==> src/hdl/nca_pkg.sv <==
// shared types, constants and helpers for the nearest center assignment block
`timescale 1ns / 1ps

package nca_pkg;

  // block dimensions
  localparam int MAX_CENTERS = 16;
  localparam int DIMS        = 4;
  localparam int COORD_BITS  = 16;

  // fixed field widths of the stream payloads
  localparam int FUNC_W          = 1;
  localparam int SLOT_W          = 4;
  localparam int COORD_FIELD_W   = 16;
  localparam int NEAR_IDX_W      = 4;
  localparam int MIN_DISTANCE_W  = 34;
  localparam int CFG_W           = 5;

  localparam int S_TDATA_BITS = SLOT_W + 4 * COORD_FIELD_W;
  localparam int S_TDATA_W    = ((S_TDATA_BITS + 7) / 8) * 8;
  localparam int M_TDATA_BITS = NEAR_IDX_W + MIN_DISTANCE_W;
  localparam int M_TDATA_W    = ((M_TDATA_BITS + 7) / 8) * 8;

  // internal widths
  localparam int IDX_W   = $clog2(MAX_CENTERS);
  localparam int USED_W  = $clog2(MAX_CENTERS + 1);
  localparam int DIFF_W  = COORD_BITS + 1;
  localparam int SQ_W    = 2 * COORD_BITS;
  localparam int DIST_W  = SQ_W + $clog2(DIMS);
  localparam int LVLS    = IDX_W;
  localparam int NPAD    = 1 << LVLS;
  localparam int LAT     = 3 + LVLS;

  // item kinds carried in tuser
  typedef enum logic [FUNC_W-1:0] {
    FUNC_LOAD     = 1'b0,
    FUNC_CLASSIFY = 1'b1
  } func_e;

  typedef logic signed [COORD_BITS-1:0] coord_t;
  typedef coord_t [DIMS-1:0] point_t;

  // one candidate in the merge tree
  typedef struct packed {
    logic              vld;
    logic [IDX_W-1:0]  idx;
    logic [DIST_W-1:0] sqd;
  } cand_t;

  // lane control from the top level
  typedef struct packed {
    logic                   en;
    logic [MAX_CENTERS-1:0] in_use;
  } lane_ctl_t;

  // keep the left (lower index) candidate unless the right one is strictly closer
  function automatic cand_t pick_closer(input cand_t a, input cand_t b);
    cand_t r;
    r = a;
    if (b.vld && (!a.vld || (b.sqd < a.sqd))) begin
      r = b;
    end
    return r;
  endfunction

endpackage

==> src/hdl/nca_lane.sv <==
// one distance lane: squared euclidean distance from the point to one center
`timescale 1ns / 1ps

module nca_lane (
  input  logic                  clk_i,
  input  logic                  en_i,
  input  nca_pkg::point_t       point_i,
  input  nca_pkg::point_t       center_i,
  output logic [nca_pkg::DIST_W-1:0] dist_o
);
  import nca_pkg::*;

  logic [SQ_W-1:0]   sq_q [DIMS];
  logic [SQ_W-1:0]   sq_d [DIMS];
  logic [DIST_W-1:0] dist_d;
  logic [DIST_W-1:0] dist_q;

  // per channel difference and square
  always_comb begin
    logic signed [DIFF_W-1:0]   diff;
    logic signed [2*DIFF_W-1:0] prod;
    for (int d = 0; d < DIMS; d++) begin
      diff    = DIFF_W'($signed(point_i[d])) - DIFF_W'($signed(center_i[d]));
      prod    = diff * diff;
      sq_d[d] = prod[SQ_W-1:0];
    end
  end

  always_ff @(posedge clk_i) begin
    if (en_i) begin
      sq_q <= sq_d;
    end
  end

  // sum of the channel squares
  always_comb begin
    dist_d = '0;
    for (int d = 0; d < DIMS; d++) begin
      dist_d = dist_d + DIST_W'(sq_q[d]);
    end
  end

  always_ff @(posedge clk_i) begin
    if (en_i) begin
      dist_q <= dist_d;
    end
  end

  assign dist_o = dist_q;

endmodule

==> config.mk <==
export PLATFORM = sky130hd
export DESIGN_NAME = nca_lane
export DESIGN_NICKNAME = d
export VERILOG_FILES = /design/src/hdl/nca_pkg.sv /design/src/hdl/nca_lane.sv
export SDC_FILE = /design/constraint.sdc
export NUM_CORES = 2
export LEC_CHECK = 0
export BUFFER_PORTS_ARGS = -buffer_cell sky130_fd_sc_hd__buf_2
export CORE_MARGIN = 10
export CORE_UTILIZATION = 60
export CTS_BUF_LIST = sky130_fd_sc_hd__clkbuf_4 sky130_fd_sc_hd__clkbuf_8
export DETAILED_ROUTE_END_ITERATION = 10
export GPL_TIMING_DRIVEN = 0
export PLACE_DENSITY = 0.8
export RECOVER_POWER = 50
export SLEW_MARGIN = 20
export SYNTH_ARGS = -nofsm -noshare
export SYNTH_HDL_FRONTEND = slang
export SYNTH_SLANG_ARGS = --single-unit
export TNS_END_PERCENT = 1
==> constraint.sdc <==
create_clock -name clk_i -period 12.1 [get_ports clk_i]
set_clock_uncertainty 0.05 [all_clocks]
set_input_delay 1.21 -clock clk_i [delete_from_list [all_inputs] [get_ports clk_i]]
set_output_delay 1.21 -clock clk_i [all_outputs]
set_load 0.005 [all_outputs]
==> metrics.txt <==
status=finished, violations left; violated checks=capacitance limit, slew limit; 1st-iter DRT viols=about 2000; Seq/Total Area, Yosys=10.01%; DR DRC count=0; final slew viol count=~160; Final TNS setup=0 ns; Port-buffer cells=approximately 160; clk buf depth=2; largest net degree at the start of global routing=96; Die Wd=roughly 300 um; Final min period=10.66 ns; post-DP HPWL=between 90000 and 100000 um; GP Congestion=0.9411; maxcap violations=2; layout cells sized above 1=5.281%; Initial Util=60.29%; Core Area=78610 um^2; Gates resized, CTS repair=0; area of the mapped netlist=~47000 um^2; cell mode on critical path=fa_1; vias per inst=5.421; worst hold path class=reg2reg; clock sinks=158; IO Count=164; Tcrit/Tclk final=88.07%; number of nets in the layout=6775; kind of end point of the critical path=register; post-route ant nets=0; gr usage total=between 20% and 30%; Synth Register Bits=158; total gr overflow=0; first-pass GRT wire length=183300 um; Ant. Diodes=0; Finish-stage setup viols=0; Final Util=approximately 64%; Setup crit start kind=primary input; worst-margin pin slew=~4.7 ns; worst relative slew slack=-216.4%; area grow syn2layout=5.594%; Inserted Clock Buffers=17; via count=33610; vias in the first global route=about 36000; post-synth top area share=between 40% and 50%; initial antenna violation count=4; Root Driver=clkbuf_8; # hold bufs at CTS=0; Post-Route WL=110700 um; clk_lat worst skew=0.48 ns; YS warnings=0; Critical Path AT=10.77 ns; CP peak stage delay=0.67 ns; Crit-path slowest cell=fa_1; Post-Syn Instances=4954; kind of critical path=in2reg; ys async rst share=0%; worst-path maximum fanout=10; Critical Path RT=12.22 ns; DR pass1 iterations=7; top post-synthesis cells by area=fa_1, ha_1, inv_1, edfxtp_1, nor2_1; Yosys top cell by area=fa_1; Setup Fix Bufs, Post-CTS=0; routed len/inst=~18 um; RSZ-0062 raised after global routing=no; Die Span Y=about 300 um; die area=90630 um^2; syn_area_per_cell=9.567 um^2; Most used DFF post-synth=edfxtp_1; top post-synthesis cells by count=inv_1, fa_1, nor2_1; distinct cell type count after synthesis=85; TritonCTS clock tree=done; Post-synth EDFFs=158; Worst-path clk slew=0.09 ns; most common cell in the netlist=inv_1; # H-tree levels=4; Fin. Hold Viols=0; # rows=~100; Max Fclk=~94 MHz
==> metal layers <==
metal / wire [um] / global-route usage (%)
met3: 9054 / 5.485
met4: 4403 / 9.088
met5: 23 / 0
met2: 54930 / 42.84
met1: 42320 / 32.02
==> layout make-up <==
class,count,area (um^2)
buffer,104,419.2
clock buffer,18,241.5
clock inverter,14,181.4
fill,6388,28570
inverter,1387,5209
multi-input combinational,3306,37130
sequential,158,4745
tap,1050,1314
timing repair buffer,164,805.8
==> cells in the final DEF (no fill, tap or decap), types with 6 or more instances in the layout <==
cell,Yosys,final
clkbuf_1,87,99
nand3_1,26,26
o31ai_1,9,9
a31oi_1,12,12
inv_2,21,21
nor2_1,482,482
o21bai_1,14,14
nand2_1,359,359
nor2b_1,31,31
inv_1,1361,1361
a21oi_1,127,127
o211ai_1,11,11
edfxtp_1,158,158
nand2b_1,32,32
xnor2_2,0,14
or3_1,10,10
o21ai_1,26,26
xnor2_1,184,170
clkbuf_8,0,17
or2_2,15,15
a21o_1,57,57
o21a_1,52,52
ha_1,413,413
xor2_1,54,54
buf_2,11,163
nor4_1,6,6
o31a_1,6,6
and2_1,14,14
nor3_1,44,44
a21boi_0,7,7
and3_1,19,19
fa_1,1094,1094
a211oi_1,20,20
o21ai_0,72,72
a211o_1,7,7
==> flip-flops by register name, summed over array words and instances (netlist names) <==
signal,count
dist_o,34
sq_q,124
==> worst paths after layout <==
path              slack [ns]               start                   end  cells after the start
setup reg to reg        7.49  sq_q[66]$_DFFE_PP_  dist_o[32]$_DFFE_PP_                     14
hold / removal          0.69  sq_q[96]$_DFFE_PP_   dist_o[0]$_DFFE_PP_                      1
setup / recovery        1.44         point_i[48]    sq_q[31]$_DFFE_PP_                     35
hold reg to reg         0.69  sq_q[96]$_DFFE_PP_   dist_o[0]$_DFFE_PP_                      1
==> stage by stage <==
| step | std cells | hold WS [ns] | instance area [um^2] | setup WS, ns |
|---|---|---|---|---|
| after CTS | 6201 | 0.6509 | 50060 | 1.538 |
| final | 6201 | 0.6887 | 50050 | 1.444 |
| after global placement | 6168 | 0.6694 | 49530 | 0.9431 |
| after global routing | 6201 | 0.6720 | 50050 | 0.8378 |
| after detailed placement | 6169 | 0.6301 | 49630 | 1.058 |
| after floorplan | 4955 | 0.4756 | 47400 | 3.135 |
==> worst max-delay path, delay by kind of cell <==
kind	cells	cell delay (ns)
fa+ha+maj	9	4.13
compound gates	12	2.94
buf+inv	8	1.02
simple gates	5	0.81
xor+xnor	1	0.66
==> logic make-up (layout without fill, tap and decap cells) <==
kind of cell | count (synthesis) | in the layout | share of synthesized area, %
fa+ha+maj | 1507 | 1507 | 57.11
buf+inv | 1491 | 1687 | 11.87
simple gates | 1063 | 1063 | 9.515
compound gates | 494 | 494 | 7.051
xor+xnor | 238 | 238 | 4.398
flops | 158 | 158 | 10.01
other cells | 2 | 3 | 0.01585
mux | 1 | 1 | 0.02112
Power is not shown: default switching activity piles up to over one toggle a cycle in this logic, so the estimate is an artifact.
